`config.mk`:
```
export PLATFORM = sky130hd
export DESIGN_NAME = pcp_sqrt_stage
export DESIGN_NICKNAME = d
export VERILOG_FILES = /design/src/hdl/pcp_pkg.sv /design/src/hdl/pcp_sqrt_stage.sv
export SDC_FILE = /design/constraint.sdc
export NUM_CORES = 1
export LEC_CHECK = 0
export CELL_PAD_IN_SITES_DETAIL_PLACEMENT = 0
export CELL_PAD_IN_SITES_GLOBAL_PLACEMENT = 2
export CORE_AREA = 2 2 410 412
export DETAILED_ROUTE_END_ITERATION = 8
export DIE_AREA = 0 0 412 414
export DONT_BUFFER_PORTS = 1
export PLACE_DENSITY_LB_ADDON = 0.1
export SLEW_MARGIN = 25
export SYNTH_ARGS = -nofsm -noshare
export SYNTH_HDL_FRONTEND = slang
export SYNTH_SLANG_ARGS = --single-unit
```
`constraint.sdc`:
```
create_clock -name clock -period 7 [get_ports clock]
set_clock_uncertainty 0.05 [all_clocks]
set_input_delay 1.75 -clock clock [delete_from_list [all_inputs] [get_ports clock]]
set_output_delay 1.75 -clock clock [all_outputs]
set_load 0.05 [all_outputs]
```
`src/hdl/pcp_pkg.sv`:
```
// Package of the pinhole camera projection unit: shared constants, codes and item types.
// Depends on nothing; every other file of the unit imports it.
`timescale 1ns / 1ps

package pcp_pkg;

   localparam int FRAC_BITS_DEF = 16;
   localparam int NUM_W         = 64;
   localparam int DEN_W         = 32;
   localparam int QBITS         = 34;
   localparam int SQRT_STEPS    = 32;
   localparam int SQ_REM_W      = 35;

   localparam logic [2:0] FUNC_UNIT    = 3'd0;
   localparam logic [2:0] FUNC_DEPTH   = 3'd1;
   localparam logic [2:0] FUNC_PROJECT = 3'd2;
   localparam logic [2:0] FUNC_NORM    = 3'd3;
   localparam logic [2:0] FUNC_FRAME   = 3'd4;

   localparam logic [2:0] CSR_FOCAL_X  = 3'd0;
   localparam logic [2:0] CSR_FOCAL_Y  = 3'd1;
   localparam logic [2:0] CSR_CENTER_X = 3'd2;
   localparam logic [2:0] CSR_CENTER_Y = 3'd3;
   localparam logic [2:0] CSR_WIDTH    = 3'd4;
   localparam logic [2:0] CSR_HEIGHT   = 3'd5;
   localparam logic [2:0] CSR_PADDING  = 3'd6;

   localparam logic [31:0] FOCAL_RESET = 32'h0001_0000;

   typedef struct packed {
      logic [2:0]         func;
      logic signed [31:0] in_x;
      logic signed [31:0] in_y;
      logic signed [31:0] in_z;
      logic signed [31:0] depth;
   } req_type;

   typedef struct packed {
      logic signed [31:0] out_x;
      logic signed [31:0] out_y;
      logic signed [31:0] out_z;
      logic               in_frame;
      logic               div_error;
   } rsp_type;

   typedef struct packed {
      logic [31:0]        focal_x;
      logic [31:0]        focal_y;
      logic signed [31:0] center_x;
      logic signed [31:0] center_y;
      logic [15:0]        frame_width;
      logic [15:0]        frame_height;
      logic [7:0]         border_padding;
   } cfg_type;

   // One quotient lane before division.
   typedef struct packed {
      logic [NUM_W-1:0] num;
      logic [DEN_W-1:0] den;
      logic             neg;
   } lane_type;

   typedef lane_type [2:0] lane_set_type;

   // One quotient lane while the divider works on it.
   typedef struct packed {
      logic [NUM_W-1:0] num;
      logic [DEN_W-1:0] den;
      logic             neg;
      logic [DEN_W-1:0] rem;
      logic [QBITS-1:0] quo;
      logic             big;
      logic             dz;
   } div_lane_type;

   typedef div_lane_type [2:0] div_set_type;

   // Per-item control that rides alongside the lanes.
   typedef struct packed {
      logic signed [31:0] off_x;
      logic signed [31:0] off_y;
      logic signed [31:0] rz;
      logic               frame_hit;
      logic               z_active;
      logic               norm;
      logic               err;
   } meta_type;

endpackage

```
`src/hdl/pcp_sqrt_stage.sv`:
```
// One stage of the pipelined integer square root: resolves one root bit per clock.
// Depends on pcp_pkg.
`timescale 1ns / 1ps

module pcp_sqrt_stage
   import pcp_pkg::*;
#(
   parameter int STEP = SQRT_STEPS - 1
) (
   input  logic                clock,
   input  logic                reset,
   input  logic                in_valid,
   input  lane_set_type        in_lanes,
   input  meta_type            in_meta,
   input  logic [NUM_W-1:0]    in_sq,
   input  logic [SQ_REM_W-1:0] in_rem,
   input  logic [DEN_W-1:0]    in_root,
   output logic                out_valid,
   output lane_set_type        out_lanes,
   output meta_type            out_meta,
   output logic [NUM_W-1:0]    out_sq,
   output logic [SQ_REM_W-1:0] out_rem,
   output logic [DEN_W-1:0]    out_root
);

   logic                valid_ff;
   lane_set_type        lanes_ff;
   meta_type            meta_ff;
   logic [NUM_W-1:0]    sq_ff;
   logic [SQ_REM_W-1:0] rem_ff, rem_in, raw, trial;
   logic [DEN_W-1:0]    root_ff, root_in;

   always_comb begin
      raw   = {in_rem[SQ_REM_W-3:0], in_sq[2*STEP+1 -: 2]};
      trial = SQ_REM_W'({in_root, 2'b01});
      if (raw >= trial) begin
         rem_in  = raw - trial;
         root_in = {in_root[DEN_W-2:0], 1'b1};
      end else begin
         rem_in  = raw;
         root_in = {in_root[DEN_W-2:0], 1'b0};
      end
   end

   always_ff @(posedge clock) begin
      if (reset) begin
         valid_ff <= 1'b0;
      end else begin
         valid_ff <= in_valid;
      end
      lanes_ff <= in_lanes;
      meta_ff  <= in_meta;
      sq_ff    <= in_sq;
      rem_ff   <= rem_in;
      root_ff  <= root_in;
   end

   assign out_valid = valid_ff;
   assign out_lanes = lanes_ff;
   assign out_meta  = meta_ff;
   assign out_sq    = sq_ff;
   assign out_rem   = rem_ff;
   assign out_root  = root_ff;

endmodule

```
==> Flow_metrics.wiki <==
{| class="wikitable"
! Metric !! Value
|-
| Run status || finished clean
|-
| Global routing usage summed across all routing layers || 0.101
|-
| Initial antenna violation count || 93
|-
| Nature of the critical path endpoint || flop
|-
| Maximum level of the CTS H-tree || 3
|-
| Starting Density || 0.0789
|-
| Max stage delay on crit path || 0.53 ns
|-
| Cell with the largest stage delay on the worst path || sky130_fd_sc_hd__a311oi_4
|-
| Buffer depth of the longest clock path || 3
|-
| Quantity of hold-fixing buffers added after cts || 0
|-
| Async S/R FF share, synth || 0
|-
| Average via count per standard cell || 2.32
|-
| Maximum fanout count along the critical path || 54
|-
| DRT Wirelength || 90200 µm
|-
| Unrepaired setup endpoints after global routing || no
|-
| Detailed-route DRC error count || 0
|-
| Root buffer cell || sky130_fd_sc_hd__clkbuf_16
|-
| Worst Hold Margin || 1.04 ns
|-
| Final period demand of the worst path || 4.24 ns
|-
| Setup fix buffers added after clock tree synthesis || 0
|-
| Routed wire per std cell || 27.7 µm
|-
| Gate Count Post-Synth || 896
|-
| Final sum of negative setup slack || 0 ns
|-
| Type of the tightest min-delay check || input port to flop
|-
| Area taken by multi-input logic gates || 2390 µm²
|-
| Number of CTS-inserted buffers || 67
|-
| Number of standard-cell rows in the floorplan || 150
|-
| Standard cell core area || 166000 µm²
|-
| Slew HR || 0.339
|-
| Post-cts sizing count || 0
|-
| Combined flip-flop and latch cell area || 10500 µm²
|-
| Number of buffer and inverter instances along the worst setup path || 2
|-
| Synth area leaders || sky130_fd_sc_hd__dfxtp_1, sky130_fd_sc_hd__ha_1, sky130_fd_sc_hd__xnor2_1
|-
| First-pass GRT wire length || 109000 µm
|-
| P per Cell Area || 438 nW/µm²
|-
| Standby leakage power || 6.74 nW
|-
| Via count of the first global-routing pass || 8253
|-
| Count of input and output buffers || 0
|-
| GRT Residual Overflow || 0
|-
| Critical path data arrival time || 4.74 ns
|-
| MaxCap Viol Count || 0
|-
| Post-Place Worst Slack || 1.98 ns
|-
| Filler cell count in the final layout || 18900
|-
| Io pins || 1048
|-
| Post-Syn Area || 13100 µm²
|-
| Length of the first detailed-routing pass in iterations || 4
|-
| Iter 0 DRT Violations || 394
|-
| Net count of the mapped netlist || 1455
|-
| Distinct cell type count after synthesis || 62
|-
| Register bit total from synthesis || 523
|-
| Share of the synthesized area in the top cell type || 0.798
|-
| Startpoint class of the critical path || input port
|-
| Number of nets with antenna violations after routing || 0
|-
| Actual slew at the worst max-slew pin || 0.990 ns
|-
| Share of final-layout standard cells stronger than drive strength 1 || 0.167
|-
| Library cell with the largest summed area after synthesis || sky130_fd_sc_hd__dfxtp_1
|-
| Sequential share of the synthesized area || 0.798
|-
| Worst-path cell chain || inv_1 > ha_1 > o21a_1 > o211ai_2 > a311oi_4 > o211a_4 > o31ai_4 > o21ai_4 > buf_12 > mux2_4
|-
| Final period utilization || 0.606
|-
| Vias after detailed routing || 7555
|-
| Die ar. || 171000 µm²
|-
| F_max || 236 MHz
|-
| Clock-pin slew reported for the worst setup and hold paths after clock tree synthesis || 0.07 ns
|-
| Area growth from synthesis to final layout || 39.0%
|-
| Power after layout || 7.98 mW
|-
| DP HPWL || 77600 µm
|-
| Final setup violating endpoints || 0
|-
| Endpoints failing hold || 0
|-
| Chip width || 412 µm
|-
| Clock net sink count || 523
|-
| Total Nets Final || 1513
|-
| Clock tree from TritonCTS || built
|-
| Pin count of the biggest net entering global routing || 55
|-
| Final Max Tran Viols || 0
|-
| CP top delay family || compound AO/OA/AOI/OAI gates
|-
| Top_reg_cell synth || sky130_fd_sc_hd__dfxtp_1
|-
| Post-synth EDFFs || 0
|-
| Final GP Congestion || 0.762
|-
| Commonest cells in the synthesized netlist || sky130_fd_sc_hd__dfxtp_1, sky130_fd_sc_hd__inv_1, sky130_fd_sc_hd__a21oi_1
|-
| Average cell area after synthesis || 14.6 µm²
|-
| Yosys warning total || 0
|-
| Data required time at the worst endpoint || 7.50 ns
|-
| Height of the chip || 414 µm
|-
| Library cell with the highest instance count after synthesis || sky130_fd_sc_hd__dfxtp_1
|-
| Start-to-end type of the worst setup path || input port to flop
|-
| Worst setup slack after layout || 2.76 ns
|-
| Worst IR Drop VDD || 0.143 mV
|}
## area by class of cell
| cell class | count | area share |
|---|---|---|
| inverters | 44 | 0.00906 |
| diodes | 44 | 0.00604 |
| clock inverters | 32 | 0.0219 |
| clock buffers | 90 | 0.105 |
| well taps | 2204 | 0.151 |
| flip-flops and latches | 523 | 0.575 |
| repair buffers | 1 | 0.00110 |
| multi-input cells | 317 | 0.131 |
## cells in the final DEF, fill, tap and decap left out, drive strengths merged, types with 10 or more instances in the layout
| master | instances |
|---|---|
| clkinvlp | 10 |
| clkinv | 14 |
| a21o | 11 |
| mux2 | 11 |
| diode | 44 |
| dfxtp | 523 |
| nor2 | 42 |
| nor3 | 11 |
| o21ai | 20 |
| a21oi | 50 |
| nand4 | 10 |
| xnor2 | 21 |
| inv | 47 |
| xor2 | 10 |
| ha | 34 |
| clkbuf | 90 |
| nand2 | 21 |
## per-layer routing
metal  part of all wire  GRT usage  up-vias
li1                   -          -     3142
met1               0.31     0.0912     3566
met2               0.53      0.190      648
met3               0.12     0.0554      161
met4              0.029     0.0334       38
met5             0.0028          0        -
## flip-flops by register name (all words and copies together), names as in the netlist
register / cells
out_valid: 1
out_sq: 64
out_rem: 35
out_root: 32
out_meta: 100
out_lanes: 291
## where the power goes
| group | total [mW] | switching (mW) | internal (mW) |
|---|---|---|---|
| sequential | 4.04 | 0.867 | 3.18 |
| clock | 3.62 | 1.49 | 2.13 |
| combinational | 0.316 | 0.190 | 0.125 |
| total | 7.98 | 2.54 | 5.43 |
## final timing paths
path                        endpoint  cells after the start        from
hold / removal     out_sq[1]$_DFF_P_                      0    in_sq[1]
setup / recovery  out_rem[4]$_DFF_P_                     10  in_root[0]
## stage by stage
step / util / cell area (µm²) / cells
floorplan: - / 13100 / 896
global placement: 0.0950 / 15800 / 3089
detailed placement: 0.0950 / 15800 / 3089
CTS: 0.109 / 18100 / 3211
global route: 0.109 / 18200 / 3235
finish: 0.110 / 18200 / 3255
## cells by family (layout without fill, tap and decap cells)
logic type | after synthesis | count (layout) | share of synthesized area
mux | 13 | 13 | 0.0141
xor+xnor | 31 | 31 | 0.0207
fa+ha+maj | 34 | 34 | 0.0324
other cells | 0 | 44 | 0
compound gates | 122 | 122 | 0.0692
flops | 523 | 523 | 0.798
simple gates | 117 | 117 | 0.0457
buf+inv | 56 | 167 | 0.0196
Power figures use the tool's default switching activity.
