<file path="config.mk">
export PLATFORM = sky130hd
export DESIGN_NAME = pcp_div_stage
export DESIGN_NICKNAME = d
export VERILOG_FILES = /design/src/hdl/pcp_pkg.sv /design/src/hdl/pcp_div_stage.sv
export SDC_FILE = /design/constraint.sdc
export NUM_CORES = 1
export LEC_CHECK = 0
export ABC_AREA = 1
export BUFFER_PORTS_ARGS = -buffer_cell sky130_fd_sc_hd__buf_2
export CAP_MARGIN = 20
export CORE_AREA = 4 4 459 461
export DETAILED_ROUTE_END_ITERATION = 12
export DIE_AREA = 0 0 463 465
export PLACE_DENSITY = 0.4
export SYNTH_ARGS = -nofsm -noshare
export SYNTH_HDL_FRONTEND = slang
export SYNTH_SLANG_ARGS = --single-unit
export TNS_END_PERCENT = 100
</file>
<file path="constraint.sdc">
create_clock -name clock -period 3.4 [get_ports clock]
set_input_delay 0.68 -clock clock [delete_from_list [all_inputs] [get_ports clock]]
set_output_delay 0.68 -clock clock [all_outputs]
set_load 0.01 [all_outputs]
</file>
<file path="src/hdl/pcp_pkg.sv">
// Package of the pinhole camera projection unit: shared constants, codes and item types.
// Depends on nothing; every other file of the unit imports it.
`timescale 1ns / 1ps

package pcp_pkg;

   localparam int FRAC_BITS_DEF = 16;
   localparam int NUM_W         = 64;
   localparam int DEN_W         = 32;
   localparam int QBITS         = 34;
   localparam int SQRT_STEPS    = 32;
   localparam int SQ_REM_W      = 35;

   localparam logic [2:0] FUNC_UNIT    = 3'd0;
   localparam logic [2:0] FUNC_DEPTH   = 3'd1;
   localparam logic [2:0] FUNC_PROJECT = 3'd2;
   localparam logic [2:0] FUNC_NORM    = 3'd3;
   localparam logic [2:0] FUNC_FRAME   = 3'd4;

   localparam logic [2:0] CSR_FOCAL_X  = 3'd0;
   localparam logic [2:0] CSR_FOCAL_Y  = 3'd1;
   localparam logic [2:0] CSR_CENTER_X = 3'd2;
   localparam logic [2:0] CSR_CENTER_Y = 3'd3;
   localparam logic [2:0] CSR_WIDTH    = 3'd4;
   localparam logic [2:0] CSR_HEIGHT   = 3'd5;
   localparam logic [2:0] CSR_PADDING  = 3'd6;

   localparam logic [31:0] FOCAL_RESET = 32'h0001_0000;

   typedef struct packed {
      logic [2:0]         func;
      logic signed [31:0] in_x;
      logic signed [31:0] in_y;
      logic signed [31:0] in_z;
      logic signed [31:0] depth;
   } req_type;

   typedef struct packed {
      logic signed [31:0] out_x;
      logic signed [31:0] out_y;
      logic signed [31:0] out_z;
      logic               in_frame;
      logic               div_error;
   } rsp_type;

   typedef struct packed {
      logic [31:0]        focal_x;
      logic [31:0]        focal_y;
      logic signed [31:0] center_x;
      logic signed [31:0] center_y;
      logic [15:0]        frame_width;
      logic [15:0]        frame_height;
      logic [7:0]         border_padding;
   } cfg_type;

   // One quotient lane before division.
   typedef struct packed {
      logic [NUM_W-1:0] num;
      logic [DEN_W-1:0] den;
      logic             neg;
   } lane_type;

   typedef lane_type [2:0] lane_set_type;

   // One quotient lane while the divider works on it.
   typedef struct packed {
      logic [NUM_W-1:0] num;
      logic [DEN_W-1:0] den;
      logic             neg;
      logic [DEN_W-1:0] rem;
      logic [QBITS-1:0] quo;
      logic             big;
      logic             dz;
   } div_lane_type;

   typedef div_lane_type [2:0] div_set_type;

   // Per-item control that rides alongside the lanes.
   typedef struct packed {
      logic signed [31:0] off_x;
      logic signed [31:0] off_y;
      logic signed [31:0] rz;
      logic               frame_hit;
      logic               z_active;
      logic               norm;
      logic               err;
   } meta_type;

endpackage

</file>
<file path="src/hdl/pcp_div_stage.sv">
// One stage of the pipelined restoring divider: one quotient bit per lane per clock.
// Depends on pcp_pkg.
`timescale 1ns / 1ps

module pcp_div_stage
   import pcp_pkg::*;
#(
   parameter int STEP = 0
) (
   input  logic        clock,
   input  logic        reset,
   input  logic        in_valid,
   input  div_set_type in_lanes,
   input  meta_type    in_meta,
   output logic        out_valid,
   output div_set_type out_lanes,
   output meta_type    out_meta
);

   localparam int BITPOS = QBITS - 1 - STEP;

   logic        valid_ff;
   div_set_type lanes_ff, lanes_in;
   meta_type    meta_ff;
   logic [DEN_W:0] raw [3];
   logic [DEN_W:0] diff [3];

   always_comb begin
      lanes_in = in_lanes;
      for (int i = 0; i < 3; i++) begin
         raw[i]  = {in_lanes[i].rem, in_lanes[i].num[BITPOS]};
         diff[i] = raw[i] - {1'b0, in_lanes[i].den};
         if (raw[i] >= {1'b0, in_lanes[i].den}) begin
            lanes_in[i].rem = diff[i][DEN_W-1:0];
            lanes_in[i].quo = {in_lanes[i].quo[QBITS-2:0], 1'b1};
         end else begin
            lanes_in[i].rem = raw[i][DEN_W-1:0];
            lanes_in[i].quo = {in_lanes[i].quo[QBITS-2:0], 1'b0};
         end
      end
   end

   always_ff @(posedge clock) begin
      if (reset) begin
         valid_ff <= 1'b0;
      end else begin
         valid_ff <= in_valid;
      end
      lanes_ff <= lanes_in;
      meta_ff  <= in_meta;
   end

   assign out_valid = valid_ff;
   assign out_lanes = lanes_ff;
   assign out_meta  = meta_ff;

endmodule

</file>
==> results by group, run 1 <==
Route
  – Met1 WL: 68300 um
  – # DRC: 0
  – Final wirelength: between 150000 and 200000 um
  – Metal2 WL: around 77000 um
  – Vias: between 20k and 25k
  – Uppermost layer routed: met5
  – 1st-pass router iterations: 5
  – Drt wl/cell: between 20 and 25 um
  – Starting DRT DRC Count: 1342
  – Via density: 3.269
  – Routed Antenna Nets: 0
  – Met3 wire length: around 22000 um

Clock network
  – Clock Path Buffers: 3
  – Clock Tree Root: clkbuf_16
  – CTS tree: done
  – Clock sinks: 596
  – Inserted Clock Buffers: 84
  – CTS H-tree lvls: 3
  – CTS clk-pin slew, worst paths: 0.06 ns

Worst setup path
  – CP max FO: 27
  – Slowest stage cell on the critical path: dlygate4sd3_1
  – WP data arrival: 3.54 ns
  – CP Cell Sequence: dlygate4sd3_1 > buf_2 > inv_1 > ha_1 > nand2_1 > nand2_1 > nand2_1 > nand2_1 > nand2_1 > nand2_1 > nand2_1 > nand3_2 > nor2_4 > buf_4 > nand3_1 > nand2_1
  – Crit path kind: primary input to flop
  – CP endpoint kind: flop
  – Crit start category: primary input
  – Max incr delay on CP: 0.61 ns
  – WP data required: 4.02 ns
  – CP most frequent cell: nand2_1

Yosys
  – Synth cell types: 34
  – Post-synthesis register bit count: 596
  – Mapped Avg Cell Area: ~8.3 um2
  – Synth Instances: 2568
  – Register area share after synthesis: 0.5569
  – Post-synth net total: 3265
  – Mapped cell area: 0.02142 mm2
  – Ys Warns: 0

Hold path
  – Hold/Removal Path Class: primary input to flop

Timing
  – Final setup fails: 0
  – Rel. slew slack: 0.6770
  – Max-slew violations: 0
  – Post-layout minimum cycle time: 2.926 ns
  – Max frequency: 341.8 MHz
  – Crit share post-route: 0.8605
  – Slew of the pin with the lowest slew margin: 0.4808 ns
  – Setup_tns: 0 ns
  – RSZ-0062 raised after global routing: no
  – Final worst setup slack: 0.4744 ns
  – Hold Vio Cnt, Final: 0

Power and ir drop
  – Leakage power: a little under 20 nW
  – PwrDens: 567.6 mW/mm2
  – Worst IR Drop VDD: 351.6 uV

Floorplanning
  – Starting Density: 0.1038
  – Die Ht: roughly 470 um
  – Die Wd: between 400 and 500 um
  – CORE AREA: 0.2064 mm2
  – Row cnt: between 150 and 200
  – Ports: 1194
  – Die ar.: 0.2153 mm2

Finish
  – # fillers: between 20k and 25k
  – Register Area: 0.01193 mm2
  – Multi-input logic area: about 0.0075 mm2
  – # nets final: 4911
  – Area grow syn2layout: 75.50%
  – Share of layout cells above drive strength 1: 0.3354

GRT
  – First-pass GRT wire length: 223100 um
  – Vias in the first global route: 23.59k
  – Initial antenna violation count: 135
  – GRT Total Usage: 0.1551
  – Largest net degree at the start of global routing: 36
  – Total congestion overflow: 0

Outcome
  – Status: complete, no violations

Place
  – PortBufs: 1190
  – Post-DP HPWL: 150900 um
  – Place WS: 0.3575 ns
  – GP Congestion: around 0.9

Job
  – Max Cap Viol: 0
path summary, 6_finish.rpt:
| check | depth (start not counted) | startpoint | end |
|---|---|---|---|
| worst max-delay path | 16 | in_lanes[87] | out_lanes[45] |
| worst min-delay path | 1 | in_lanes[14] | out_lanes[15] |
cells in the mapped netlist:
library cell / n / share of area
nor2_4: 2 / 0.0011
o21ai_1: 1 / 0.00023
buf_6: 4 / 0.0021
nand3b_1: 24 / 0.0084
nor2_1: 114 / 0.020
nand2_1: 850 / 0.15
a21oi_2: 1 / 0.00041
o21bai_1: 4 / 0.0014
buf_8: 3 / 0.0021
nor3_2: 1 / 0.00047
dfxtp_1: 596 / 0.56
nor3_4: 1 / 0.00076
ha_1: 96 / 0.056
nand2_4: 2 / 0.0011
a21oi_1: 57 / 0.013
inv_1: 452 / 0.079
inv_2: 8 / 0.0014
xnor2_1: 3 / 0.0012
nand2_8: 2 / 0.0019
nand3_1: 165 / 0.039
xor2_1: 39 / 0.016
or2_2: 1 / 0.00029
fa_1: 3 / 0.0028
nand2_2: 17 / 0.0050
buf_12: 2 / 0.0019
o21ai_0: 5 / 0.0012
nand3_2: 34 / 0.016
and2_1: 15 / 0.0044
buf_2: 15 / 0.0035
nand4_1: 5 / 0.0015
nor3_1: 24 / 0.0056
nor2_2: 17 / 0.0050
buf_4: 4 / 0.0014
nor3b_1: 1 / 0.00035
registers in the layout (all words and copies together) (netlist names):
name       cells
out_meta     100
out_valid      1
out_lanes    495
layout by cell type (no fill, tap or decap), types with 20 or more instances in the layout:
| master | count |
|---|---|
| diode_2 | 20 |
| inv_1 | 452 |
| dlygate4sd3_1 | 386 |
| nand3_1 | 165 |
| buf_2 | 1190 |
| xor2_1 | 39 |
| clkbuf_16 | 84 |
| nor3_1 | 24 |
| ha_1 | 96 |
| nor2_1 | 114 |
| a21oi_1 | 57 |
| dfxtp_1 | 596 |
| nand3b_1 | 24 |
| nand3_2 | 34 |
| nand2_1 | 850 |
metal layers:
layer  track usage  up-vias
li1              -    11084
met4       0.03981       10
met1        0.1768    10391
met5             0        -
met3       0.08496      303
met2        0.2516     1127
final cells by class:
cell class,count,share of cell area
clock inverters,54,0.02053
diodes,20,0.001331
well taps,2704,0.08998
repair buffers,1588,0.2639
flip-flops and latches,596,0.3173
inverters,460,0.04592
multi-input cells,1484,0.2003
clock buffers,103,0.06073
timing repair:
action / CTS / global route
setup buffers: 0 / 0
endpoints found under the hold margin: 386 / 0
gates resized for setup: 0 / 0
hold buffers: 386 / 0
stage by stage:
step / area, um2 / hold WS (ns) / util / total power [W] / std cells
2_1_floorplan: 21420 / 0.7077 / - / 0.009416 / 2568
3_5_place_dp: 30630 / 0.7836 / 0.1484 / 0.01139 / 6446
6_report: 37600 / 0.1015 / 0.1821 / 0.02134 / 7009
5_1_grt: 37580 / 0.01928 / 0.1820 / 0.02249 / 7000
4_1_cts: 37550 / 0.001121 / 0.1819 / 0.02193 / 6989
3_3_place_gp: 30630 / 0.7820 / 0.1484 / 0.01142 / 6446
worst max-delay path, delay by kind of cell:
family        cells  cell delay [ns]
fa+ha+maj         1             0.37
buf+inv           4             1.19
simple gates     11             1.28
logic make-up after synthesis:
logic type / share of synthesized area
AO/OA/AOI/OAI: 0.01653
XOR/XNOR: 0.01717
adder cells (fa/ha/maj): 0.05887
buffers and inverters: 0.09157
flip-flops: 0.5569
AND/OR/NAND/NOR: 0.2590
report_power, final:
part	internal [W]	switching [W]	leakage, nW
registers	0.00754	0.000215	5.03
clock network	0.00578	0.00391	1.48
logic	0.00145	0.00244	12.9
total	0.0148	0.00657	19.4
No activity file was read; power rests on OpenSTA's default activity.
==> run 2: changes to the inputs <==
- CORE_AREA: 4 4 459 461 -> 3 3 458 460
- DIE_AREA: 0 0 463 465 -> 0 0 461 463
==> results by group, run 2 (synthesis gave the netlist of run 1 again) <==
Finish
  – Final Util: 0.1804 (was 0.1821)
  – Max FFs per register: 495 (unchanged)
  – Commonest cells after routing, fill and taps aside: buf_2, nand2_1, dfxtp_1 (unchanged)
  – Area grow syn2layout: 73.84% (was 75.50%)
  – Share of layout cells above drive strength 1: 0.3367 (was 0.3354)
  – Commonest non-fill, non-tap cell in the layout: buf_2 (unchanged)
  – # nets final: 4890 (was 4911)
  – Finished Cell Area: 0.03724 mm2 (was 0.03760 mm2)
  – Post-Layout Cell Count: 7003 (was 7009)

Timing
  – Slew of the pin with the lowest slew margin: 0.5798 ns (was 0.4808 ns)
  – RSZ-0062 raised after global routing: no (unchanged)
  – Max frequency: 349.0 MHz (was 341.8 MHz)
  – Crit share post-route: 0.8428 (was 0.8605)
  – Final setup fails: 0 (unchanged)
  – Max-slew violations: 0 (unchanged)
  – Post-layout minimum cycle time: 2.866 ns (was 2.926 ns)
  – Setup_tns: 0 ns (unchanged)
  – Rel. slew slack: 0.6125 (was 0.6770)
  – Hold Vio Cnt, Final: 0 (unchanged)

Hold path
  – Hold depth: 1 (unchanged)
  – Hold/Removal Path Class: primary input to flop (unchanged)
  – Endpoint, Worst Hold: out_meta[21] (was out_lanes[15])
  – Hold Startpoint: in_meta[21] (was in_lanes[14])

Power and ir drop
  – PwrDens: 554.3 mW/mm2 (was 567.6 mW/mm2)
  – Comb pwr share: 0.187 (was 0.183)
  – Leakage power: 19.22 nW (was 19.43 nW)
  – Worst IR Drop VDD: 351.0 uV (was 351.6 uV)
  – Switching Fraction: 0.3159 (was 0.3077)
  – Clock power share: 0.439 (was 0.454)
  – Switching pwr: 0.006520 W (was 0.006566 W)
  – Power Total: 0.02064 W (was 0.02134 W)
  – Internal power: 0.01412 W (was 0.01477 W)
  – Sequential Power Share: 0.375 (was 0.363)

Clock network
  – CTS tree: done (unchanged)
  – Post-CTS setup buffers: 0 (unchanged)
  – Clock Path Buffers: 3 (unchanged)
  – Inserted Clock Buffers: 82 (was 84)
  – CTS clk-pin slew, worst paths: 0.06 ns (about the same)
  – CTS H-tree lvls: 3 (unchanged)
  – Clock Tree Root: clkbuf_16 (unchanged)
  – Clock sinks: 596 (unchanged)
  – Hold-fix buffers, CTS: 365 (was 386)
  – CTS resizes: 0 (unchanged)

Floorplanning
  – Die Ht: 463 um (was 465 um)
  – CORE AREA: 0.2064 mm2 (unchanged)
  – Die ar.: 0.2134 mm2 (was 0.2153 mm2)
  – Row cnt: 167 (unchanged)
  – Starting Density: 0.1038 (unchanged)
  – Ports: 1194 (unchanged)
  – Die Wd: 461 um (was 463 um)

Worst setup path
  – WP data arrival: 3.47 ns (was 3.54 ns)
  – CP Cell Sequence: dlygate4sd3_1 > buf_2 > inv_1 > ha_1 > nand2_1 > o21ai_0 > a21oi_1 > nand2_1 > nor2_4 > buf_4 > nand3_1 > nand2_1 (was dlygate4sd3_1 > buf_2 > inv_1 > ha_1 > nand2_1 > nand2_1 > nand2_1 > nand2_1 > nand2_1 > nand2_1 > nand2_1 > nand3_2 > nor2_4 > buf_4 > nand3_1 > nand2_1)
  – Max incr delay on CP: 0.53 ns (was 0.61 ns)
  – Crit start category: primary input (unchanged)
  – CP most frequent cell: nand2_1 (unchanged)
  – CP max FO: 17 (was 27)
  – Crit path kind: primary input to flop (unchanged)
  – WP data required: 4.01 ns (was 4.02 ns)
  – CP endpoint kind: flop (unchanged)
  – Slowest stage cell on the critical path: dlygate4sd3_1 (unchanged)

Route
  – 1st-pass router iterations: 5 (unchanged)
  – Starting DRT DRC Count: 1087 (was 1342)
  – # DRC: 0 (unchanged)
  – Final wirelength: 171600 um (was 173100 um)
  – Drt wl/cell: 24.50 um (was 24.69 um)
  – Vias: 22.96k (was 22.92k)
  – Via density: 3.278 (was 3.269)
  – Routed Antenna Nets: 0 (unchanged)

GRT
  – Initial antenna violation count: 136 (was 135)
  – First-pass GRT wire length: 218400 um (was 223100 um)
  – Vias in the first global route: 23.45k (was 23.59k)
  – Largest net degree at the start of global routing: 34 (was 36)
  – Total congestion overflow: 0 (unchanged)
  – GRT Total Usage: 0.1547 (was 0.1551)

Place
  – Post-DP HPWL: 150000 um (was 150900 um)
  – GP Congestion: 0.9430 (was 0.9184)
  – Cell Area, Placed: 0.03066 mm2 (was 0.03063 mm2)
  – Placed cells: 6448 (was 6446)
  – PortBufs: 1190 (unchanged)

Outcome
  – Status: complete, no violations (unchanged)

Job
  – Max Cap Viol: 0 (unchanged)
## run 2: cell count changes in the layout (fill, tap and decap cells not counted), moves of 2 or more
cell / before / now
bufinv_16: 12 / 5
dlygate4sd3_1: 386 / 365
clkbuf_16: 84 / 82
clkinv_2: 17 / 13
diode_2: 20 / 40
inv_8: 1 / 4
clkinv_4: 7 / 5
clkbuf_1: 8 / 6
clkinvlp_4: 7 / 14
## run 2: through the flow
step | setup WS [ns] | hold slack (ns)
floorplan | 1.240 | 0.7077
CTS | 0.5974 | 0.00007666
detailed placement | 0.3658 | 0.7836
global placement | 0.3353 | 0.7828
global route | 0.3925 | 0.01386
finish | 0.5344 | 0.09634
## run 2: power groups by stage
| stage | Sequential, W | Combinational, W | Clock [W] |
|---|---|---|---|
| floorplan | 0.00811 | 0.00130 | 0 |
| global placement | 0.00789 | 0.00352 | 0 |
| detailed placement | 0.00789 | 0.00350 | 0 |
| CTS | 0.00775 | 0.00396 | 0.00951 |
| global route | 0.00779 | 0.00426 | 0.00971 |
| finish | 0.00773 | 0.00385 | 0.00905 |
## run 2: final cells by class
type / count / area, um2
antenna: 40 / 100.1
clock buffer: 98 / 2212
inverter: 460 / 1727
multi-input combinational: 1484 / 7531
clock inverter: 52 / 619.3
fill: 23512 / 169200
sequential: 596 / 11930
tap: 2704 / 3383
timing repair buffer: 1569 / 9739
## run 2: how the worst max path moves through the flow
stage,start,to,cells past startpoint
2_1_floorplan,in_lanes[97],out_lanes[63],13
4_1_cts,in_lanes[427],out_lanes[373],12
3_5_place_dp,in_lanes[90],out_lanes[49],13
3_3_place_gp,in_lanes[90],out_lanes[45],13
6_report,in_lanes[427],out_lanes[373],12
5_1_grt,in_lanes[427],out_lanes[377],14
## run 2: layer usage
layer / track usage / vias up / share of wire
met3: 0.08329 / 288 / 0.12
met5: 0 / - / 0.00040
met1: 0.1714 / 10495 / 0.39
met2: 0.2571 / 1098 / 0.46
li1: - / 11065 / -
met4: 0.03883 / 10 / 0.029
## run 2: critical path, delay by kind of cell
| kind | cells | cell delay (ns) |
|---|---|---|
| compound gates | 2 | 0.30 |
| simple gates | 5 | 0.98 |
| fa+ha+maj | 1 | 0.35 |
| buf+inv | 4 | 1.16 |
