===== src/hdl/pcp_pkg.sv =====
// Package of the pinhole camera projection unit: shared constants, codes and item types.
// Depends on nothing; every other file of the unit imports it.
`timescale 1ns / 1ps

package pcp_pkg;

   localparam int FRAC_BITS_DEF = 16;
   localparam int NUM_W         = 64;
   localparam int DEN_W         = 32;
   localparam int QBITS         = 34;
   localparam int SQRT_STEPS    = 32;
   localparam int SQ_REM_W      = 35;

   localparam logic [2:0] FUNC_UNIT    = 3'd0;
   localparam logic [2:0] FUNC_DEPTH   = 3'd1;
   localparam logic [2:0] FUNC_PROJECT = 3'd2;
   localparam logic [2:0] FUNC_NORM    = 3'd3;
   localparam logic [2:0] FUNC_FRAME   = 3'd4;

   localparam logic [2:0] CSR_FOCAL_X  = 3'd0;
   localparam logic [2:0] CSR_FOCAL_Y  = 3'd1;
   localparam logic [2:0] CSR_CENTER_X = 3'd2;
   localparam logic [2:0] CSR_CENTER_Y = 3'd3;
   localparam logic [2:0] CSR_WIDTH    = 3'd4;
   localparam logic [2:0] CSR_HEIGHT   = 3'd5;
   localparam logic [2:0] CSR_PADDING  = 3'd6;

   localparam logic [31:0] FOCAL_RESET = 32'h0001_0000;

   typedef struct packed {
      logic [2:0]         func;
      logic signed [31:0] in_x;
      logic signed [31:0] in_y;
      logic signed [31:0] in_z;
      logic signed [31:0] depth;
   } req_type;

   typedef struct packed {
      logic signed [31:0] out_x;
      logic signed [31:0] out_y;
      logic signed [31:0] out_z;
      logic               in_frame;
      logic               div_error;
   } rsp_type;

   typedef struct packed {
      logic [31:0]        focal_x;
      logic [31:0]        focal_y;
      logic signed [31:0] center_x;
      logic signed [31:0] center_y;
      logic [15:0]        frame_width;
      logic [15:0]        frame_height;
      logic [7:0]         border_padding;
   } cfg_type;

   // One quotient lane before division.
   typedef struct packed {
      logic [NUM_W-1:0] num;
      logic [DEN_W-1:0] den;
      logic             neg;
   } lane_type;

   typedef lane_type [2:0] lane_set_type;

   // One quotient lane while the divider works on it.
   typedef struct packed {
      logic [NUM_W-1:0] num;
      logic [DEN_W-1:0] den;
      logic             neg;
      logic [DEN_W-1:0] rem;
      logic [QBITS-1:0] quo;
      logic             big;
      logic             dz;
   } div_lane_type;

   typedef div_lane_type [2:0] div_set_type;

   // Per-item control that rides alongside the lanes.
   typedef struct packed {
      logic signed [31:0] off_x;
      logic signed [31:0] off_y;
      logic signed [31:0] rz;
      logic               frame_hit;
      logic               z_active;
      logic               norm;
      logic               err;
   } meta_type;

endpackage


===== src/hdl/pcp_back.sv =====
// Output stage of the projection unit: applies sign and offset, saturates, registers the item.
// Depends on pcp_pkg.
`timescale 1ns / 1ps

module pcp_back
   import pcp_pkg::*;
(
   input  logic        clock,
   input  logic        reset,
   input  logic        in_valid,
   input  div_set_type in_lanes,
   input  meta_type    in_meta,
   output logic        out_valid,
   output rsp_type     out_rsp
);

   localparam logic [QBITS:0] BIG_Q = (QBITS+1)'(1) << QBITS;

   function automatic logic signed [31:0] lane_result(div_lane_type l, logic signed [31:0] off);
      logic [QBITS:0]        qe;
      logic signed [QBITS+1:0] sq;
      logic signed [QBITS+2:0] t;
      logic signed [31:0]    r;
      if (l.big) qe = BIG_Q;
      else if (l.dz) qe = '0;
      else qe = {1'b0, l.quo};
      sq = l.neg ? -$signed({1'b0, qe}) : $signed({1'b0, qe});
      t  = (QBITS+3)'(sq) + (QBITS+3)'(off);
      if (t > (QBITS+3)'(32'sh7FFF_FFFF)) r = 32'sh7FFF_FFFF;
      else if (t < (QBITS+3)'(-33'sh8000_0000)) r = 32'sh8000_0000;
      else r = t[31:0];
      return r;
   endfunction

   logic    valid_ff;
   rsp_type rsp_ff, rsp_in;

   always_comb begin
      rsp_in.out_x     = lane_result(in_lanes[0], in_meta.off_x);
      rsp_in.out_y     = lane_result(in_lanes[1], in_meta.off_y);
      rsp_in.out_z     = in_meta.z_active ? lane_result(in_lanes[2], 32'sd0) : in_meta.rz;
      rsp_in.in_frame  = in_meta.frame_hit;
      rsp_in.div_error = in_meta.err;
   end

   always_ff @(posedge clock) begin
      if (reset) begin
         valid_ff <= 1'b0;
      end else begin
         valid_ff <= in_valid;
      end
      rsp_ff <= rsp_in;
   end

   assign out_valid = valid_ff;
   assign out_rsp   = rsp_ff;

endmodule


===== config.mk =====
export PLATFORM = sky130hd
export DESIGN_NAME = pcp_back
export DESIGN_NICKNAME = d
export VERILOG_FILES = /design/src/hdl/pcp_pkg.sv /design/src/hdl/pcp_back.sv
export SDC_FILE = /design/constraint.sdc
export NUM_CORES = 1
export LEC_CHECK = 0
export ABC_AREA = 1
export BUFFER_PORTS_ARGS = -buffer_cell sky130_fd_sc_hd__clkbuf_2
export CAP_MARGIN = 30
export CORE_AREA = 10 10 260 262
export DETAILED_ROUTE_END_ITERATION = 8
export DIE_AREA = 0 0 270 272
export PLACE_DENSITY = 0.49
export SETUP_SLACK_MARGIN = 0.5
export SLEW_MARGIN = 0
export SYNTH_ARGS = -nofsm -noshare
export SYNTH_HDL_FRONTEND = slang
export SYNTH_SLANG_ARGS = --single-unit

===== constraint.sdc =====
create_clock -name clock -period 9.3 [get_ports clock]
set_input_delay 0.93 -clock clock [delete_from_list [all_inputs] [get_ports clock]]
set_output_delay 0.93 -clock clock [all_outputs]
set_load 0.03 [all_outputs]

==> results.py, run 1 <==
metrics = {
    "run_status": {
        "outcome": "finished, final reports clean",
    },
    "place": {
        "placed_area_sq_mm": 0.0133,
        "dpl.hpwl_microns": 44500,
        "dp_cells": 2980,
        "io_buffer_count": 311,
        "pre_cts_ws_ns": 3.22,
        "gp_congestion": 0.921,
    },
    "finish": {
        "layout-drive-gt1-share_pct": 17.3,
        "register_area_sq_mm": 0.00198,
        "areaGrowthSynthToFinish_pct": 25.3,
        "multiInputGateArea_sq_mm": 0.00800,
        "design_area_sq_mm": 0.0136,
        "final_cells": 2998,
        "fillers": 7316,
        "final_nets": 2824,
    },
    "clocking": {
        "cts_max_level": 3,
        "cts_buffers": 9,
        "holdBufCountCts": 0,
        "path_clk_slew_ns": 0.09,
        "clock_path_buffers": 2,
        "ctsResizeCount": 0,
        "cts_sinks": 99,
        "cts_tree": "built",
        "ctsRootBufferMaster": "clkbuf_16",
        "cts_setup_buffers": 0,
    },
    "die": {
        "dieArea_sq_mm": 0.0734,
        "num_io_pins": 697,
        "initial_core_util_pct": 17.4,
        "row_count": 92,
        "die_h_microns": 272,
        "core_region_area_sq_mm": 0.0625,
        "die_width_microns": 270,
    },
    "routing": {
        "wl_per_cell_microns": 16.8,
        "vias": 12500,
        "drc": 0,
        "first_pass_iters": 5,
        "drtIter0Drc": 922,
        "via_per_inst": 4.18,
        "drt_wl_total_microns": 50500,
        "final_antenna_net_count": 0,
    },
    "yosys": {
        "synth_compound_area_share_pct": 13.1,
        "synth-seq-area-share_pct": 18.3,
        "synth-edff-count": 0,
        "syn-cell-area_sq_mm": 0.0108,
        "ys.flop_type": "dfxtp_1",
        "synth_area_leader_cell": "nand2_1",
        "synth_top_family_by_area": "simple AND/OR/NAND/NOR gates",
        "synth_warnings": 0,
        "synthXorXnorAreaFrac_pct": 11.7,
        "synthCells": 1864,
        "synth_area_per_cell_sq_um": 5.82,
        "netlist.area_leader.share_pct": 26.7,
        "synth-seq-cells": 99,
        "synth_mux_area_share_pct": 0,
        "synth_adder_area_share_pct": 9.48,
        "synth_nets": 2543,
        "synth.area.top_cells": "nand2_1 (27%), dfxtp_1 (18%), ha_1 (9.1%)",
        "synthSimpleGateAreaFrac_pct": 39.5,
        "async_reset_ff_share_pct": 0,
        "synth.distinct_cells": 43,
    },
    "sta": {
        "maxSlewHeadroom_pct": 32.6,
        "period_share_pct": 61.6,
        "rsz0062_at_grt": "false",
        "final.min_clock_period_ns": 5.73,
        "tightest_slew_ns": 1.01,
        "layout_setup_ws_ns": 3.57,
        "finalSetupTns_ns": 0,
        "hold_violations": 0,
        "report.final.slew_viol_count": 0,
        "timing.fmax_mhz": 175,
        "final-setup-viol-count": 0,
    },
    "global_route": {
        "grt-ovfl-total": 0,
        "antenna_found_initial": 3,
        "grt_max_degree": 65,
        "grt_first_pass_wirelength_microns": 76100,
        "track_usage_pct": 13.4,
        "grt_pass1_vias": 12300,
    },
    "pwr": {
        "power.share.combinational_pct": 57.8,
        "switching_share_pct": 51.2,
        "ir_drop_uv": 110,
        "clkPwrFrac_pct": 17.4,
        "p_leak_nw": 7.24,
        "seq_power_share_pct": 24.8,
        "internal-power_mw": 1.12,
        "switching_power_mw": 1.17,
        "p_per_area_mw_per_mm2": 168,
    },
    "setup_path": {
        "arrival_ns": 5.98,
        "worstPathMaxFanout": 43,
        "cpMaxStageDelayCell": "nand2_1",
        "crit_top_cell": "nand2_1",
        "start_kind": "input port",
        "endpoint_kind": "flip-flop",
        "cp_data_required_time_ns": 9.56,
        "worstSetupPathType": "input port to flip-flop",
        "cp_slowest_stage_delay_ns": 0.71,
    },
    "hold_path": {
        "hp-class": "input port to flip-flop",
    },
    "flow_run": {
        "maxCapViolCount": 0,
    },
}
[registers in the layout, indices dropped and copies added, names as in the netlist]
register and cells:
out_rsp 98, out_valid 1
[worst paths after layout]
check / startpoint / end / cells after the start / slack [ns]
min: in_meta[0] / out_rsp[0] / 1 / 0.66
max: in_lanes[166] / out_rsp[35] / 29 / 3.57
[final cells by class]
type                    instances  area share (%)
flip-flops and latches         99            14.6
diodes                          2          0.0368
inverters                     158            4.36
multi-input cells            1559            58.9
clock buffers                  10            1.76
clock inverters                 6           0.479
well taps                     846            7.79
repair buffers                318            12.1
[layer usage]
layer	vias to the layer above	track usage, %	share of wire [%]
li1	6502	-	-
met1	5670	18.1	48
met2	326	21.5	45
met3	27	2.82	5.7
met4	0	2.60	1.3
met5	-	0	0
[critical path: cells and delay by family]
| family | cells | cell delay [ns] |
|---|---|---|
| AND/OR/NAND/NOR | 21 | 3.54 |
| buffers and inverters | 4 | 0.55 |
| adder cells (fa/ha/maj) | 2 | 0.46 |
| XOR/XNOR | 1 | 0.37 |
| AO/OA/AOI/OAI | 1 | 0.09 |
[Yosys cell counts (15+ instances only)]
cell	number
ha_1	79
nand4_1	15
xnor2_1	50
nand3_1	82
a21oi_1	102
o21ai_0	74
buf_2	15
nand2_1	773
dfxtp_1	99
o21ai_1	33
nor2_1	158
inv_1	152
xor2_1	95
clkbuf_1	15
[cells in the final DEF, fill, tap and decap left out, types with 4 or more instances in the layout]
cell type,n
a21oi_1,102
a31oi_1,11
buf_4,4
clkbuf_16,9
clkbuf_2,311
dfxtp_1,99
ha_1,79
inv_1,152
inv_2,5
nand2_1,773
nand2_2,7
nand3_1,82
nand4_1,15
nor2_1,158
nor2_2,13
nor3_1,12
o211ai_1,4
o21ai_0,74
o21ai_1,33
o21ai_2,7
o21bai_1,12
xnor2_1,50
xor2_1,95
[power by group through the flow]
stage | clock network [mW] | registers [mW] | logic (mW)
floorplan | 0 | 0.785 | 0.656
global placement | 0 | 0.577 | 1.33
detailed placement | 0 | 0.578 | 1.33
CTS | 0.419 | 0.570 | 1.34
global route | 0.435 | 0.579 | 1.46
finish | 0.396 | 0.567 | 1.32
[metrics by stage]
stage               utilization [%]  total power, mW  hold slack [ns]
floorplan                         -             1.44            0.958
global placement               21.2             1.91             1.04
detailed placement             21.2             1.91             1.04
CTS                            21.7             2.33            0.615
global route                   21.7             2.47            0.621
finish                         21.7             2.28            0.656
[cells by family (layout without fill, tap and decap cells)]
logic type,count (synthesis),in the layout
buffers and inverters,206,492
adders and majority gates,81,81
xor gates and xnor gates,145,145
and+or+nand+nor,1074,1074
AOI/OAI and AO/OA,259,259
other,0,2
DFF,99,99
Power figures use the tool's default switching activity.
==> inputs of run 2 (changes only) <==
CORE_AREA = 10 10 263 265   (was 10 10 260 262)
DIE_AREA = 0 0 273 275   (was 0 0 270 272)
PLACE_DENSITY = 0.48   (was 0.49)
clock period = 5.8 ns   (was 9.3 ns; I/O delays follow)
==> results.py, run 2 (synthesis gave the netlist of run 1 again) <==
metrics = {
    "global_route": {
        "grt_max_degree": 36,
        "antenna_found_initial": 1,
        "grt-ovfl-total": 0,
        "track_usage_pct": 13.3,
        "grt_pass1_vias": 12200,
        "grt_first_pass_wirelength_microns": 75900,
    },
    "routing": {
        "via_per_inst": 4.15,
        "first_pass_iters": 5,
        "drc": 0,
        "drtIter0Drc": 806,
        "drt_wl_total_microns": 51200,
        "final_antenna_net_count": 0,
        "wl_per_cell_microns": 17.0,
        "vias": 12500,
    },
    "setup_path": {
        "start_kind": "input port",
        "cp_data_required_time_ns": 6.04,
        "worstPathMaxFanout": 25,
        "worstSetupPathType": "input port to flip-flop",
        "endpoint_kind": "flip-flop",
        "arrival_ns": 4.94,
    },
    "sta": {
        "maxSlewHeadroom_pct": 52.5,
        "report.final.slew_viol_count": 0,
        "rsz0062_at_grt": "false",
        "final-setup-viol-count": 0,
        "tightest_slew_ns": 0.710,
        "hold_violations": 0,
        "period_share_pct": 80.9,
        "final.min_clock_period_ns": 4.69,
        "timing.fmax_mhz": 213,
        "finalSetupTns_ns": 0,
    },
    "die": {
        "die_width_microns": 273,
        "die_h_microns": 275,
        "initial_core_util_pct": 17.0,
        "row_count": 93,
        "core_region_area_sq_mm": 0.0639,
        "dieArea_sq_mm": 0.0751,
        "num_io_pins": 697,
    },
    "clocking": {
        "path_clk_slew_ns": 0.07,
        "clock_path_buffers": 2,
        "cts_tree": "built",
        "cts_setup_buffers": 0,
        "cts_max_level": 3,
        "ctsRootBufferMaster": "clkbuf_16",
        "cts_sinks": 99,
        "cts_buffers": 9,
    },
    "pwr": {
        "seq_power_share_pct": 25.1,
        "power.share.combinational_pct": 57.8,
        "internal-power_mw": 1.79,
        "clkPwrFrac_pct": 17.1,
        "switching_power_mw": 1.87,
        "p_leak_nw": 7.27,
        "p_per_area_mw_per_mm2": 268,
        "ir_drop_uv": 170,
        "switching_share_pct": 51.1,
    },
    "run_status": {
        "outcome": "finished, final reports clean",
    },
    "hold_path": {
        "hp-class": "input port to flip-flop",
        "hold-path-cell-count": 1,
    },
    "finish": {
        "n_antenna_cell": 0,
        "largest_register_ffs": 98,
        "final_nets": 2829,
        "final_util_pct": 21.3,
        "areaGrowthSynthToFinish_pct": 25.7,
        "final_common_cell": "nand2_1",
        "layout-drive-gt1-share_pct": 17.4,
        "register_area_sq_mm": 0.00198,
        "multiInputGateArea_sq_mm": 0.00801,
        "mostFrequentLayoutCells": "nand2_1 (773), clkbuf_2 (311), nor2_1 (158)",
        "fillers": 7532,
    },
    "flow_run": {
        "maxCapViolCount": 0,
    },
    "place": {
        "io_buffer_count": 311,
        "dpl.hpwl_microns": 45200,
        "gp_congestion": 0.897,
    },
}
==> run 2: timing repair <==
action | in CTS | in global routing
hold buffers | 0 | 0
endpoints found under the setup margin | 0 | 4
resized for setup | 0 | 1
==> run 2: final cells by class <==
type	instances	area share, %
Multi-Input combinational cell	1559	58.7
Sequential cell	99	14.5
Timing Repair Buffer	323	12.4
Tap cell	855	7.85
Inverter	158	4.35
Clock buffer	10	1.75
Clock inverter	6	0.395
==> run 2: power groups by stage <==
stage                     registers, mW  clock network [mW]  logic, mW
after floorplan                    1.26                   0       1.05
after global placement            0.935                   0       2.15
after detailed placement          0.936                   0       2.13
after CTS                         0.924               0.659       2.15
after global routing              0.936               0.683       2.35
final                             0.918               0.627       2.11
==> run 2: per-layer routing <==
layer  global-route usage [%]  up-vias  routed length, microns
li1                         -     6504                       -
met1                     17.9     5608                   24300
met2                     21.4      363                   23100
met3                     2.90       23                    3200
met4                     2.63        0                     652
met5                        0        -                       0
==> run 2: worst paths after layout <==
kind | start | endpoint | slack (ns)
max | in_lanes[1] | out_rsp[87] | 1.11
min | in_meta[0] | out_rsp[0] | 0.32
==> run 2: worst max-delay path, cell delays in order <==
cell	delay (ns)
clkbuf_2	0.09
buf_4	0.15
nor2_2	0.06
nand2_1	0.10
ha_1	0.21
nand3_1	0.15
nor2_1	0.19
nand3_1	0.18
nor2_1	0.20
nand2_1	0.14
nor2_1	0.11
nand2_1	0.11
o21ai_1	0.22
xor2_1	0.27
ha_1	0.33
nand2_1	0.15
inv_1	0.05
a21boi_0	0.24
o21ai_0	0.20
a31oi_1	0.21
nand3_1	0.09
nand2_1	0.20
nand2_1	0.29
buf_12	0.26
nand2_1	0.06
nand2_1	0.09
==> run 2: metrics by stage <==
stage	instances	setup WS (ns)	hold WS, ns	power (mW)	instance area (sq um)
floorplan	1864	1.67	0.608	2.31	10800
global placement	2992	0.582	0.686	3.08	13300
CTS	3009	1.04	0.282	3.73	13600
global route	3010	0.662	0.289	3.97	13600
finish	3010	1.11	0.316	3.66	13600
detailed placement	2993	0.650	0.687	3.07	13300
==> inputs of run 3 (changes only) <==
ABC_AREA = 0   (was 1)
CORE_AREA = 10 10 264 266   (was 10 10 263 265)
DIE_AREA = 0 0 274 276   (was 0 0 273 275)
PLACE_DENSITY = 0.47   (was 0.48)
clock period = 4.5 ns   (was 5.8 ns; I/O delays follow)
==> results.py, run 3 <==
metrics = {
    "yosys": {
        "synthCells": 1342,
        "ys.flop_type": "dfxtp_1",
        "synthXorXnorAreaFrac_pct": 10.8,
        "synth_area_leader_cell": "dfxtp_1",
        "netlist_top_cells_count": "nand2_1 (126), a21oi_1 (116), nor2_1 (101), dfxtp_1 (99), xor2_1 (83)",
        "synth-seq-cells": 99,
        "synth-seq-area-share_pct": 19.7,
        "synth_warnings": 0,
        "synthSimpleGateAreaFrac_pct": 21.6,
        "synth_mux_area_share_pct": 1.21,
        "synth_area_per_cell_sq_um": 7.49,
        "syn-cell-area_sq_mm": 0.0100,
        "async_reset_ff_share_pct": 0,
        "synth.most_common_cell": "nand2_1",
        "synth_top_family_by_area": "compound AO/OA/AOI/OAI gates",
        "synth.area.top_cells": "dfxtp_1 (20%), ha_1 (9.8%), xor2_1 (7.2%)",
        "synth-edff-count": 0,
        "netlist.area_leader.share_pct": 19.7,
        "synth_adder_area_share_pct": 10.2,
        "synth_nets": 2021,
        "synth_compound_area_share_pct": 31.4,
        "synth.distinct_cells": 80,
    },
    "finish": {
        "layout-drive-gt1-share_pct": 43.0,
        "final_util_pct": 25.9,
        "largest_register_ffs": 98,
        "final_nets": 2675,
        "areaGrowthSynthToFinish_pct": 65.6,
        "final_common_cell": "buf_4",
        "mostFrequentLayoutCells": "buf_4 (374), clkbuf_2 (309), nand2_1 (122)",
        "design_area_sq_mm": 0.0166,
    },
    "sta": {
        "period_share_pct": 116,
        "report.final.slew_viol_count": 0,
        "timing.fmax_mhz": 192,
        "tightest_slew_ns": 0.837,
        "maxSlewHeadroom_pct": 43.8,
        "final-setup-viol-count": 63,
        "layout_setup_ws_ns": -0.716,
        "finalSetupTns_ns": -39.01,
        "hold_violations": 0,
        "rsz0062_at_grt": "true",
        "final.min_clock_period_ns": 5.22,
    },
    "global_route": {
        "grt-ovfl-total": 0,
        "grt_first_pass_wirelength_microns": 83000,
        "track_usage_pct": 14.4,
        "grt_max_degree": 36,
        "antenna_found_initial": 11,
        "grt_pass1_vias": 13100,
    },
    "clocking": {
        "cts_tree": "built",
        "clock_path_buffers": 2,
        "cts_max_level": 3,
        "path_clk_slew_ns": 0.08,
        "cts_sinks": 99,
        "ctsRootBufferMaster": "clkbuf_16",
        "cts_buffers": 9,
    },
    "place": {
        "io_buffer_count": 311,
        "dpl.hpwl_microns": 48700,
        "gp_congestion": 0.929,
        "placed_area_sq_mm": 0.0154,
    },
    "die": {
        "row_count": 93,
        "die_width_microns": 274,
        "die_h_microns": 276,
        "dieArea_sq_mm": 0.0756,
        "num_io_pins": 697,
        "core_region_area_sq_mm": 0.0641,
        "initial_core_util_pct": 15.7,
    },
    "setup_path": {
        "start_kind": "input port",
        "crit_family": "simple AND/OR/NAND/NOR gates",
        "cp_data_required_time_ns": 4.82,
        "worstPathMaxFanout": 25,
        "crit_buf_inv": 4,
        "cp-startpoint": "in_lanes[174]",
        "cp.depth": 23,
        "cpMaxStageDelayCell": "or4_4",
        "endpoint_kind": "flip-flop",
        "critical_path.endpoint": "out_rsp[34]",
        "cp_slowest_stage_delay_ns": 0.53,
        "critical_path.cell_chain": "buf_8 -> or4_4 -> or3_4 -> or3_4 -> o31a_1 -> or2_4 -> o41ai_4 -> xor2_1 -> nor2_1 -> ha_1 -> and2_1 -> nand2_1 -> buf_4 -> nor2_1 -> o21ai_1 -> a21oi_2 -> buf_4 -> o211ai_1 -> and3_1 -> nand4b_1 -> o31a_1 -> buf_12 -> a21oi_1",
        "worstSetupPathType": "input port to flip-flop",
        "arrival_ns": 5.54,
    },
    "routing": {
        "final_antenna_net_count": 0,
        "first_pass_iters": 5,
        "wl_per_cell_microns": 20.0,
        "via_per_inst": 4.52,
        "drtIter0Drc": 1060,
        "drt_wl_total_microns": 57300,
        "drc": 0,
        "vias": 12900,
    },
    "hold_path": {
        "hp-class": "input port to flip-flop",
    },
    "pwr": {
        "ir_drop_uv": 208,
        "p_per_area_mw_per_mm2": 303,
        "finalPower_mw": 5.05,
        "p_leak_nw": 7.69,
    },
    "run_status": {
        "violations": "setup timing",
        "outcome": "finished, violations left",
    },
    "flow_run": {
        "maxCapViolCount": 0,
    },
}
-- run 3: worst min path at each step --
stage            endpoint  slack, ns  cells past startpoint       start
3_5_place_dp   out_rsp[0]       0.55                      1  in_meta[0]
6_report       out_rsp[0]       0.15                      1  in_meta[0]
2_1_floorplan  out_rsp[0]       0.48                      0  in_meta[0]
3_3_place_gp   out_rsp[0]       0.56                      1  in_meta[0]
4_1_cts        out_rsp[0]       0.13                      1  in_meta[0]
5_1_grt        out_rsp[0]       0.14                      1  in_meta[0]
-- run 3: timing repair --
| item | 4_1_cts | 5_1_grt |
|---|---|---|
| hold buffers | 0 | 0 |
| gates resized for setup | 56 | 78 |
| setup endpoints to repair | 64 | 64 |
| cloned | 5 | 4 |
| setup buffers | 14 | 5 |
| pin swaps | 18 | 27 |
-- run 3: metal layers --
| layer | part of all wire [%] | GRT usage, % | up-vias |
|---|---|---|---|
| li1 | - | - | 6281 |
| met1 | 44 | 18.4 | 6036 |
| met2 | 44 | 22.6 | 522 |
| met3 | 8.2 | 4.11 | 64 |
| met4 | 3.9 | 5.38 | 10 |
| met5 | 0.11 | 0 | - |
-- run 3: metrics by stage --
step | hold WS [ns] | instances | worst slack (ns)
detailed placement | 0.554 | 2812 | -1.23
global placement | 0.557 | 2812 | -1.13
finish | 0.151 | 2860 | -0.716
CTS | 0.126 | 2847 | -0.706
global route | 0.136 | 2856 | -0.902
floorplan | 0.478 | 1342 | -0.795
-- run 3: area by class of cell --
type | instances | area (sq um)
Fill cell | 7058 | 47500
Multi-Input combinational cell | 1118 | 8190
Timing Repair Buffer | 712 | 4880
Sequential cell | 99 | 1980
Tap cell | 855 | 1070
Clock buffer | 9 | 225
Inverter | 56 | 210
Clock inverter | 7 | 60.1
Antenna cell | 4 | 10.0
-- run 3: kinds of logic (layout without fill, tap and decap cells) --
| family | Yosys count | after routing |
|---|---|---|
| AO/OA/AOI/OAI | 459 | 459 |
| XOR/XNOR | 124 | 124 |
| adder cells (fa/ha/maj) | 81 | 81 |
| buffers and inverters | 125 | 784 |
| flip-flops | 99 | 99 |
| multiplexers | 12 | 12 |
| other | 0 | 4 |
| AND/OR/NAND/NOR | 442 | 442 |
-- run 3: power breakdown --
| group | leakage [nW] | internal [mW] | total (mW) | switching, mW |
|---|---|---|---|---|
| sequential | 0.832 | 1.07 | 1.17 | 0.0942 |
| clock | 0.142 | 0.386 | 0.842 | 0.456 |
| combinational | 6.72 | 1.31 | 3.04 | 1.73 |
| total | 7.69 | 2.76 | 5.05 | 2.28 |
